[config.mk]
export PLATFORM = sky130hd
export DESIGN_NAME = fir9_threshold_detector_core
export DESIGN_NICKNAME = d
export VERILOG_FILES = /design/src/rtl/core/ftd_pkg.sv /design/src/rtl/core/ftd_tap_cell.sv /design/src/rtl/core/ftd_detect.sv /design/src/rtl/core/fir9_threshold_detector_core.sv
export VERILOG_INCLUDE_DIRS = /design/src /design/src/rtl/core
export SDC_FILE = /design/constraint.sdc
export NUM_CORES = 1
export LEC_CHECK = 0
export BUFFER_PORTS_ARGS = -buffer_cell sky130_fd_sc_hd__buf_2
export CAP_MARGIN = 20
export CORE_MARGIN = 5
export CORE_UTILIZATION = 53
export DETAILED_ROUTE_END_ITERATION = 10
export PLACE_DENSITY = 0.73
export SLEW_MARGIN = 20
export SYNTH_ARGS = -nofsm -noshare
export SYNTH_HDL_FRONTEND = slang
export SYNTH_SLANG_ARGS = --single-unit
export TNS_END_PERCENT = 100
[constraint.sdc]
create_clock -name clk_i -period 4.5 [get_ports clk_i]
set_clock_uncertainty 0.05 [all_clocks]
set_input_delay 0.225 -clock clk_i [delete_from_list [all_inputs] [get_ports clk_i]]
set_output_delay 0.225 -clock clk_i [all_outputs]
set_load 0.05 [all_outputs]
[src/rtl/core/assert_macros.svh]
// Assertion macros shared by the filter core modules
`ifndef ASSERT_MACROS_SVH
`define ASSERT_MACROS_SVH

// Concurrent check with an explicit clock and active-low reset
`define FTD_ASSERT(lbl, clk, rst_n, prop) \
  lbl: assert property (@(posedge clk) disable iff (!rst_n) (prop)) \
    else $error("%m: check failed");

// Same check on the standard clk_i / rst_ni pair
`define FTD_ASSERT_STD(lbl, prop) `FTD_ASSERT(lbl, clk_i, rst_ni, prop)

`endif

[src/rtl/core/ftd_pkg.sv]
// Shared constants and types of the nine-tap filter with level detector
`timescale 1ns / 1ps
package ftd_pkg;

  localparam int unsigned TAP_COUNT = 9;
  localparam int unsigned SUM_W     = 25;
  localparam int unsigned LEVEL_W   = 25;
  localparam int unsigned HIT_W     = 32;
  localparam int unsigned WEIGHT_W  = 16;
  localparam int unsigned FILL_W    = 4;

  localparam logic [LEVEL_W-1:0] LEVEL_RESET = 25'd10000000;
  localparam logic [FILL_W-1:0]  FILL_FULL   = FILL_W'(TAP_COUNT);

  // index 0 weighs the newest sample
  localparam logic [WEIGHT_W-1:0] TAP_WEIGHT [TAP_COUNT] = '{
    16'd12, 16'd866, 16'd7802, 16'd24130, 16'd34375,
    16'd24130, 16'd7802, 16'd866, 16'd25
  };

  typedef struct packed {
    logic             valid;
    logic [SUM_W-1:0] sum;
  } ftd_sum_t;

endpackage

[src/rtl/core/ftd_tap_cell.sv]
// One tap of the transposed filter: constant multiply plus partial sum register
`timescale 1ns / 1ps
module ftd_tap_cell import ftd_pkg::*; #(
  parameter int unsigned          SAMPLE_BITS = 8,
  parameter logic [WEIGHT_W-1:0]  WEIGHT      = 16'd12
) (
  input  logic                   clk_i,
  input  logic                   rst_ni,
  input  logic                   en_i,
  input  logic [SAMPLE_BITS-1:0] sample_i,
  input  logic [SUM_W-1:0]       psum_i,
  output logic [SUM_W-1:0]       psum_o
);

  localparam int unsigned PROD_W = SAMPLE_BITS + WEIGHT_W;

  logic [PROD_W-1:0] prod;
  logic [SUM_W-1:0]  psum_d, psum_q;

  assign prod   = {{WEIGHT_W{1'b0}}, sample_i} * {{SAMPLE_BITS{1'b0}}, WEIGHT};
  assign psum_d = psum_i + SUM_W'(prod);

  always_ff @(posedge clk_i or negedge rst_ni) begin
    if (!rst_ni) begin
      psum_q <= '0;
    end else if (en_i) begin
      psum_q <= psum_d;
    end
  end

  assign psum_o = psum_q;

endmodule

[src/rtl/core/ftd_detect.sv]
// Level compare, hit counter and output register
`timescale 1ns / 1ps
`include "assert_macros.svh"
module ftd_detect import ftd_pkg::*; (
  input  logic               clk_i,
  input  logic               rst_ni,
  input  ftd_sum_t           sum_i,
  output logic               take_o,
  input  logic               cfg_valid_i,
  input  logic [LEVEL_W-1:0] cfg_data_i,
  output logic               out_valid_o,
  input  logic               out_stall_i,
  output logic [SUM_W-1:0]   filtered_o,
  output logic               above_o,
  output logic [HIT_W-1:0]   hit_count_o
);

  logic [LEVEL_W-1:0] level_q;
  logic               out_v_q;
  logic [SUM_W-1:0]   filt_q;
  logic               above_d, above_q;
  logic [HIT_W-1:0]   hit_d, hit_q;
  logic               load;

  assign take_o  = !out_v_q || !out_stall_i;
  assign load    = sum_i.valid && take_o;
  assign above_d = sum_i.sum >= level_q;
  assign hit_d   = hit_q + HIT_W'(above_d);

  always_ff @(posedge clk_i or negedge rst_ni) begin
    if (!rst_ni) begin
      level_q <= LEVEL_RESET;
    end else if (cfg_valid_i) begin
      level_q <= cfg_data_i;
    end
  end

  always_ff @(posedge clk_i or negedge rst_ni) begin
    if (!rst_ni) begin
      out_v_q <= 1'b0;
      hit_q   <= '0;
    end else begin
      if (take_o) begin
        out_v_q <= sum_i.valid;
      end
      if (load) begin
        hit_q <= hit_d;
      end
    end
  end

  always_ff @(posedge clk_i) begin
    if (load) begin
      filt_q  <= sum_i.sum;
      above_q <= above_d;
    end
  end

  assign out_valid_o = out_v_q;
  assign filtered_o  = filt_q;
  assign above_o     = above_q;
  assign hit_count_o = hit_q;

  `FTD_ASSERT_STD(a_drain_empties, (out_valid_o && !out_stall_i && !sum_i.valid) |=> !out_valid_o)
  `FTD_ASSERT_STD(a_hits_only_on_load, !load |=> $stable(hit_count_o))
  `FTD_ASSERT_STD(a_hold_only_when_full, !take_o |-> out_valid_o)

endmodule

[src/rtl/core/fir9_threshold_detector_core.sv]
// Top level: nine-tap transposed FIR chain with level detector and hit counter
// A sample's result passes the tap partial-sum registers, then the output register.
// Throughput: one sample per cycle while no sum waits on a stalled output register.
// The first nine samples after reset fill the chain and produce no result.
// Reset (async, active low) clears partial sums, fill count, hit count and valids,
// and sets the detect level to 10000000.
`timescale 1ns / 1ps
`include "assert_macros.svh"
module fir9_threshold_detector_core import ftd_pkg::*; #(
  parameter int unsigned SAMPLE_BITS = 8
) (
  input  logic               clk_i,
  input  logic               rst_ni,
  input  logic               in_valid_i,
  output logic               in_stall_o,
  input  logic [7:0]         sample_i,
  output logic               out_valid_o,
  input  logic               out_stall_i,
  output logic [SUM_W-1:0]   filtered_o,
  output logic               above_o,
  output logic [HIT_W-1:0]   hit_count_o,
  input  logic               cfg_valid_i,
  output logic               cfg_ready_o,
  input  logic [LEVEL_W-1:0] cfg_data_i
);

  logic [SAMPLE_BITS-1:0] smp;
  logic                   in_acc;
  logic                   adv_a;
  logic                   take;
  logic                   a_v_q;
  logic [FILL_W-1:0]      fill_q;
  logic [SUM_W-1:0]       psum [TAP_COUNT+1];
  ftd_sum_t               sum;

  assign smp    = sample_i[SAMPLE_BITS-1:0];
  assign adv_a  = !a_v_q || take;
  assign in_stall_o  = !adv_a;
  assign in_acc = in_valid_i && adv_a;
  assign cfg_ready_o = 1'b1;

  assign psum[TAP_COUNT] = '0;

  for (genvar k = 0; k < TAP_COUNT; k++) begin : g_tap
    ftd_tap_cell #(
      .SAMPLE_BITS (SAMPLE_BITS),
      .WEIGHT      (TAP_WEIGHT[k])
    ) u_cell (
      .clk_i    (clk_i),
      .rst_ni   (rst_ni),
      .en_i     (in_acc),
      .sample_i (smp),
      .psum_i   (psum[k+1]),
      .psum_o   (psum[k])
    );
  end

  always_ff @(posedge clk_i or negedge rst_ni) begin
    if (!rst_ni) begin
      fill_q <= '0;
      a_v_q  <= 1'b0;
    end else begin
      if (in_acc && fill_q != FILL_FULL) begin
        fill_q <= fill_q + 1'b1;
      end
      if (adv_a) begin
        a_v_q <= in_acc && fill_q == FILL_FULL;
      end
    end
  end

  assign sum.valid = a_v_q;
  assign sum.sum   = psum[0];

  ftd_detect u_detect (
    .clk_i       (clk_i),
    .rst_ni      (rst_ni),
    .sum_i       (sum),
    .take_o      (take),
    .cfg_valid_i (cfg_valid_i),
    .cfg_data_i  (cfg_data_i),
    .out_valid_o (out_valid_o),
    .out_stall_i (out_stall_i),
    .filtered_o  (filtered_o),
    .above_o     (above_o),
    .hit_count_o (hit_count_o)
  );

  `FTD_ASSERT_STD(a_fill_bounded, fill_q <= FILL_FULL)
  `FTD_ASSERT_STD(a_stall_only_when_full, in_stall_o |-> (a_v_q && out_valid_o && out_stall_i))
  `FTD_ASSERT_STD(a_no_result_while_filling, (in_acc && fill_q != FILL_FULL) |=> !a_v_q)

endmodule
# Word level (Yosys, flattened, before mapping)
# Cells that the tools add are included.
# W data, S select, Z words.
# word_totals
output_inout_bits	61
input_bits	38
register_bits	302
# op_classes
eq_ne	2
n_addsub	10
n_reduce_logical	10
mul	6
order_cmp	1
# op_table
cell	n
$add A25 B21 Y25	2
$add A25 B23 Y25	2
$add A32 B1 Y32	1
$add A25 B12 Y25	1
$add A25 B18 Y25	1
$add A25 B24 Y25	1
$ge A25 B25 Y1	1
$mul A8 B16 Y24 const B	1
$mul A8 B14 Y22 const B	1
$mul A8 B12 Y20 const B	1
$add A13 B18 Y19	1
$mul A8 B9 Y17 const B	1
$mul A8 B5 Y13 const B	1
$mul A8 B2 Y10 const B	1
$add A4 B1 Y4 const B	1
$eq A4 B4 Y1 const B	1
$logic_and A1 B1 Y1	4
$logic_not A1 Y1	4
$ne A4 B4 Y1 const B	1
$logic_or A1 B1 Y1	2

# Longest topological paths before layout
# Gate-level depths: netlist of the first run.
# depth
word_depth	5
mapped_depth	25
mapped_depth_nobuf	25

# By module
# From an unflattened synthesis of the first run, not the netlist that was laid out.
# unflattened
hier_cells	3618
hier_area_um2	34135.2
# by_module_without_submodules
mod	instances	cells_per_inst	area_per_inst_um2
ftd_tap_cell at g_tap[6].u_cell	1	449	4007.6
ftd_tap_cell at g_tap[3].u_cell	1	430	3915.0
ftd_tap_cell at g_tap[2].u_cell	1	425	3912.5
ftd_detect	1	324	3771.1
ftd_tap_cell at g_tap[5].u_cell	1	417	3724.8
ftd_tap_cell at g_tap[4].u_cell	1	382	3664.8
ftd_tap_cell at g_tap[7].u_cell	1	351	3184.3
ftd_tap_cell at g_tap[1].u_cell	1	349	3164.3
ftd_tap_cell at g_tap[8].u_cell	1	256	2527.4
ftd_tap_cell at g_tap[0].u_cell	1	209	1976.9
fir9_threshold_detector_core	1	26	286.5

# Worst setup path before layout of the first run
# OpenSTA, ideal clock, no wires.
# synth_path
path_kind	input port to flip-flop
from	input port sample_i[2]
to	register g_tap[6].u_cell.psum_q[18]
setup_slack_ns	-0.817
required_ns	4.317
arrival_time_ns	5.134
stages	22
path_cell_list	fa_1 > ha_1 > inv_1 > fa_1 > fa_1 > inv_1 > ha_1 > a211oi_1 > o21bai_1 > a21oi_1 > o21bai_1 > a21oi_1 > xnor2_1 > ha_1 > a21o_1 > nand2b_1 > o211a_1 > a311oi_1 > o21bai_1 > a21oi_1 > xor2_1 > o21ai_0
# synth_between
elab_chain_len	2
# synth_rtl
item	line_no	rtl
from (decl)	fir9_threshold_detector_core.sv:16	input logic [7:0] sample_i,
$mul A8 B12 Y20	ftd_tap_cell.sv:20	assign prod = {{WEIGHT_W{1'b0}}, sample_i} * {{SAMPLE_BITS{1'b0}}, WEIGHT};
$add A25 B21 Y25	ftd_tap_cell.sv:21	assign psum_d = psum_i + SUM_W'(prod);
to (signal assigned)	ftd_tap_cell.sv:27	psum_q <= psum_d;
to (decl)	ftd_tap_cell.sv:18	logic [SUM_W-1:0] psum_d, psum_q;
# No other way between the ends.
# A chain may end at the register's enable or synchronous reset.

# Final worst setup path of the first run
# layout_path
from	input port sample_i[6]
to	register g_tap[2].u_cell.psum_q[18]
# layout_between
elab_chain_len	2
# layout_rtl
item	line_no
$mul A8 B12 Y20	ftd_tap_cell.sv:20
$add A25 B21 Y25	ftd_tap_cell.sv:21
to (signal assigned)	ftd_tap_cell.sv:27
to (decl)	ftd_tap_cell.sv:18
# No other way between the ends.

==> metrics, run 1 <==
reg2reg path depth 18; DR iter-0 viols 1472; Hold Crit Class in -> async; Post-synth EDFFs 26; Final Critical Period 4.891 ns; Seq/Total Area, Yosys 0.3051; most frequent cells in the layout buf_4 (390), nand2_1 (355), ha_1 (300); DR WL/cell 19.37 um; # port buffers just under 100; CTS buffer count 36; Reg-to-Reg End g_tap[4].u_cell.psum_o[16]; r2r setup slk 0.21 ns; core footprint 45480 um^2; Final Max Tran Viols 0; synth warn 0; Starting Density 0.5368; Async SR Flop Fraction 0.9110; root buffer cell clkbuf_16; syn_area_per_cell 9.163 um^2; xor/xnor share of the synthesized area 0.07391; vias per inst 5.692; hpwl dp approximately 56 mm; Max Root-Sink Buffers 3; worst-path maximum fanout 5; I/O pin count just under 100; Unique masters post-synth 74; Area Overhead vs Synth 30.04%; Setup crit start kind input pin; top post-synthesis cells by area dfrtp_1 (26%), ha_1 (18%), fa_1 (8.6%), nand2_1 (5.5%), o21ai_0 (5.4%); vias in the first global route 21840; share of post-route cells with drive strength above 1 0.2580; crit path from sample_i[6]; H-Tree Depth 2; Post-Synthesis Net Count 3155; Worst-path clk slew roughly 0.06 ns; CP max-delay cell fa_2; Die H 224.6 um; maximum achievable frequency 204.5 MHz; Synth Flop Type dfrtp_1; largest family of logic cells by synthesized area adder cells; cell accounting for the most synthesized area dfrtp_1; Min Hold Slack ~0.13 ns; max_slew headroom 0.3587; largest net degree at the start of global routing 129; Crit path max-delay family adder cells; Routed WL around 74 mm; die area 50450 um^2; CP peak stage delay 0.65 ns; Setup WS post-layout -0.3909 ns; Synth top area share 0.2645; period utilization 1.087; outcome finished with violations; gpl congestion between 0.9 and 1; gr ovfl total 0; Levels on crit path 25; CTS tree yes; Worst setup EP type register; DRC 0; Routed Antenna Nets 0; post-synthesis adder-cell area fraction 0.2645; Yosys reg bits about 290; Hold Fails Final Rpt 0; FP Rows 78; Final setup viols 30; initial antenna violation count 0; arrival time worst endpoint around 5.3 ns; Post-Syn Area around 24000 um^2; buffers plus inverters on the worst setup path 7; Synth Instances roughly 2700; Worst Max-Slew Pin Slew roughly 0.96 ns; diodes inserted 0; Total GRT Usage 0.2819; final net count 3667; final instance area 31740 um^2; RR Startpoint g_tap[5].u_cell.psum_o[3]; post-place instance area 28440 um^2; share of synthesized area spent on multiplexers 0.004767; Crit Path Category in -> reg; Detailed Routing Iterations Pass 1 5; via count 21640; failing checks setup timing; # clock sinks 292; worst-skew pair later-pin latency 0.57 ns; Synth Area in Compound Gates 0.1667; RSZ-0062 raised after global routing yes; die width 224.6 um; end of the critical path g_tap[2].u_cell.psum_o[18]; Synth Area in Simple Gates 0.1322; Max-Cap Viols 0; commonest non-fill, non-tap cell in the layout buf_4; global-route wire length before repair 114.7 mm; WP data required ~4.9 ns
## Yosys cell counts (5+ instances only)
library cell,instances
dfrtp_1,258
o31ai_1,12
a21o_1,61
a211oi_1,27
nor3b_1,12
o2111ai_1,8
a221oi_1,6
nor3_1,42
nor2b_1,13
and2_1,11
nand3b_1,6
xnor2_1,113
o21ai_0,261
a211o_1,7
ha_1,348
a31o_2,7
and3_1,25
nor2_1,87
mux2_2,5
a31oi_1,18
and4_1,7
nand3_1,54
o211ai_1,26
o21a_1,19
o31a_1,6
dfstp_2,8
nand2b_1,26
xor2_1,93
or3_1,11
clkbuf_1,58
edfxtp_1,26
o21bai_1,30
or2_2,11
nand2_1,359
mux2i_1,6
fa_1,105
a41oi_1,10
a311oi_1,5
a21oi_1,125
inv_1,278
nand4_1,19
## flip-flops by register name, indices dropped and copies added, names as in the netlist
register	flops
u_detect.filtered_o	25
u_detect.out_valid_o	1
fill_q	4
a_v_q	1
u_detect.above_o	1
g_tap.u_cell.psum_o	203
u_detect.hit_count_o	32
u_detect.level_q	25
## repair_timing
| item | CTS | global route |
|---|---|---|
| hold buffers | 28 | 0 |
| buffers inserted | 18 | 34 |
| setup endpoints to repair | 47 | 58 |
| pin swaps | 81 | 149 |
| gates resized for setup | 102 | 191 |
| endpoints found under the hold margin | 80 | 0 |
## layout make-up
cell class                 count  area, um^2
clock inverter                17       215.2
inverter                     278        1046
multi-input combinational   2031       17270
tap                          600       750.7
timing repair buffer         537        4046
sequential                   292        7447
fill                        3359       13730
clock buffer                  46       968.4
## cells by family (layout without fill, tap and decap cells)
logic type / after synthesis / count (layout)
multiplexers: 11 / 11
AND/OR/NAND/NOR: 701 / 701
flip-flops: 292 / 292
XOR/XNOR: 206 / 206
adder cells (fa/ha/maj): 453 / 453
buffers and inverters: 341 / 878
other: 1 / 1
AO/OA/AOI/OAI: 659 / 659
## routing by layer
layer / part of all wire / vias to the layer above / track usage
li1: - / 10260 / -
met1: 0.42 / 10520 / 0.3702
met2: 0.48 / 668 / 0.4771
met3: 0.053 / 191 / 0.03720
met4: 0.047 / 0 / 0.1098
met5: 0 / - / 0
## how the worst min path moves through the flow
| stage | to |
|---|---|
| global route | u_detect.level_q[2] |
| global placement | u_detect.level_q[2] |
| floorplan | a_v_q |
| CTS | u_detect.level_q[2] |
| detailed placement | u_detect.level_q[2] |
| finish | u_detect.level_q[3] |
## stage by stage
step                      worst slack, ns    util  std cells  TNS [ns]
after floorplan                   -0.5033       -       2664    -7.021
after detailed placement           -1.016  0.6254       3660    -46.71
after CTS                         -0.3123  0.6723       3768    -3.951
after global placement            -0.8911  0.6254       3660    -40.94
after global routing              -0.5603  0.6980       3801    -10.87
final                             -0.3909  0.6980       3801    -4.561
## worst register-to-register path: cells and delay by family, from the launching register on
kind | cells | cell delay (ns)
buffers and inverters | 5 | 0.36
adder cells (fa/ha/maj) | 5 | 1.82
AND/OR/NAND/NOR | 1 | 0.09
XOR/XNOR | 1 | 0.24
AO/OA/AOI/OAI | 6 | 1.24
flip-flops | 1 | 0.35
Power of run 1 is left out: the tool's default activity adds up to more than one toggle a clock period on the data nets, which glitch-free logic cannot reach.
==> inputs of run 2 (changes only) <==
RECOVER_POWER = 50   (was default)
==> run 2 against run 1 <==
Compared with the run above:
- the flow finishes with violations (capacitance limit, slew limit, setup timing)
- worst hold slack improved by 0.10 ns
- flip-flop and latch count is the same
- global-route usage is the same
- register-to-register slack about the same
- utilization decreased by 0.10 points
- maximum frequency fell by 0.15%
- design area is 0.15% lower
- critical path depth stayed put
- via count decreased by 0.19%
- count of clock-buffer cells in the layout is the same
- critical path type unchanged
- highest routed layer unchanged
==> metrics, run 2 (synthesis results as in run 1) <==
outcome finished with violations; failing checks capacitance limit, slew limit, setup timing; Worst Hold Path Cells 4; hold endpoint g_tap[8].u_cell.psum_o[0]; CP max-delay cell fa_2; die width 224.6 um; core footprint 45480 um^2; Seq. cell area ~7400 um^2; Die H 224.6 um; worst-skew pair later-pin latency 0.57 ns; Worst Max-Slew Pin Slew 3.120 ns; commonest non-fill, non-tap cell in the layout buf_4; Starting Density 0.5368; Final setup viols 30; RSZ-0062 raised after global routing yes; Met1 Wirelength 31.16 mm; share of post-route cells with drive strength above 1 0.2521; area of the multi-input gates 17270 um^2; Area Overhead vs Synth 29.85%; Worst-path clk slew 0.06 ns; CP peak stage delay 0.65 ns; Hold Fails Final Rpt 0; FP Rows 78; CTS tree yes; diodes inserted 0; period utilization 1.088; DRC 0; Hold Startpoint sample_i[0]; vias in the first global route 21840; Reg-to-Reg End g_tap[4].u_cell.psum_o[16]; Total GRT Usage 0.2819; Detailed Routing Iterations Pass 1 5; hpwl dp 55.89 mm; total negative setup slack -4.518 ns; Post-Place Cells ~3700; worst-path maximum fanout 5; reg2reg path depth 18; Fill cells 3379; initial antenna violation count 0; I/O pin count 99; # clock sinks between 200 and 300; r2r setup slk 0.21 ns; final core utilization 0.6970; H-Tree Depth 2; final net count about 3700; gr ovfl total 0; non-filler cells, final 3801; Worst setup EP type register; Final Critical Period around 4.9 ns; gpl congestion between 0.9 and 1; Setup WS post-layout -0.3981 ns; DR WL/cell 19.37 um; CTS buffer count 36; met3 wire len 3.893 mm; Routed Antenna Nets 0; most frequent cells in the layout buf_4 (388), nand2_1 (355), ha_1 (300); Hold Crit Class in -> reg; max FFs per register 203; WP data required 4.86 ns; maximum achievable frequency 204.2 MHz; die area 50450 um^2; Setup crit start kind input pin; # port buffers between 90 and 100; DR iter-0 viols 1487; Max Root-Sink Buffers 3; Routed WL roughly 74 mm; largest net degree at the start of global routing 129; metal2 WL 35.09 mm; arrival time worst endpoint 5.25 ns; max_slew headroom -1.080; RR Startpoint g_tap[5].u_cell.psum_o[3]; global-route wire length before repair 114.7 mm; highest routed layer met4; vias per inst 5.681; Crit Path Category in -> reg; Max-Cap Viols 3; root buffer cell clkbuf_16; Final Max Tran Viols 140; via count about 22000
[run 2: per-layer routing]
layer | track usage | up-vias
li1 | - | 10270
met1 | 0.3702 | 10480
met2 | 0.4771 | 660
met3 | 0.03720 | 194
met4 | 0.1098 | 0
met5 | 0 | -
[run 2: worst max path at each step]
stage          slack [ns]        start                         end
2_1_floorplan       -0.50  sample_i[7]  g_tap[2].u_cell.psum_o[21]
3_3_place_gp        -0.89  sample_i[7]  g_tap[2].u_cell.psum_o[21]
3_5_place_dp        -1.02  sample_i[7]  g_tap[2].u_cell.psum_o[21]
4_1_cts             -0.31  sample_i[3]  g_tap[3].u_cell.psum_o[24]
5_1_grt             -0.56  sample_i[4]  g_tap[2].u_cell.psum_o[18]
6_report            -0.40  sample_i[6]  g_tap[2].u_cell.psum_o[18]
[run 2: worst max-delay path: cells and delay by family]
kind            cells  cell delay (ns)
fa+ha+maj           6             2.69
compound gates      8             0.79
buf+inv             7             0.77
simple gates        3             0.57
xor+xnor            1             0.19
[run 2: area by class of cell]
type / instances / share of cell area
inverters: 278 / 0.03300
repair buffers: 537 / 0.1262
flip-flops and latches: 292 / 0.2350
well taps: 600 / 0.02368
clock buffers: 46 / 0.03055
clock inverters: 17 / 0.006790
multi-input cells: 2031 / 0.5449
[run 2: through the flow]
step	hold slack (ns)	instance area, um^2	worst slack, ns
2_1_floorplan	-0.1206	24680	-0.5033
3_3_place_gp	0.1201	28440	-0.8911
3_5_place_dp	0.1193	28440	-1.016
4_1_cts	0.1288	30570	-0.3123
5_1_grt	0.2895	31700	-0.5603
6_report	0.2358	31700	-0.3981
[run 2: timing repair]
action	4_1_cts	5_1_grt
resized for setup	102	191
endpoints found under the setup margin	47	58
endpoints found under the hold margin	80	0
hold buffers	28	0
buffers inserted	18	34
pin swaps	81	149
Power of run 2 is left out for the same reason.
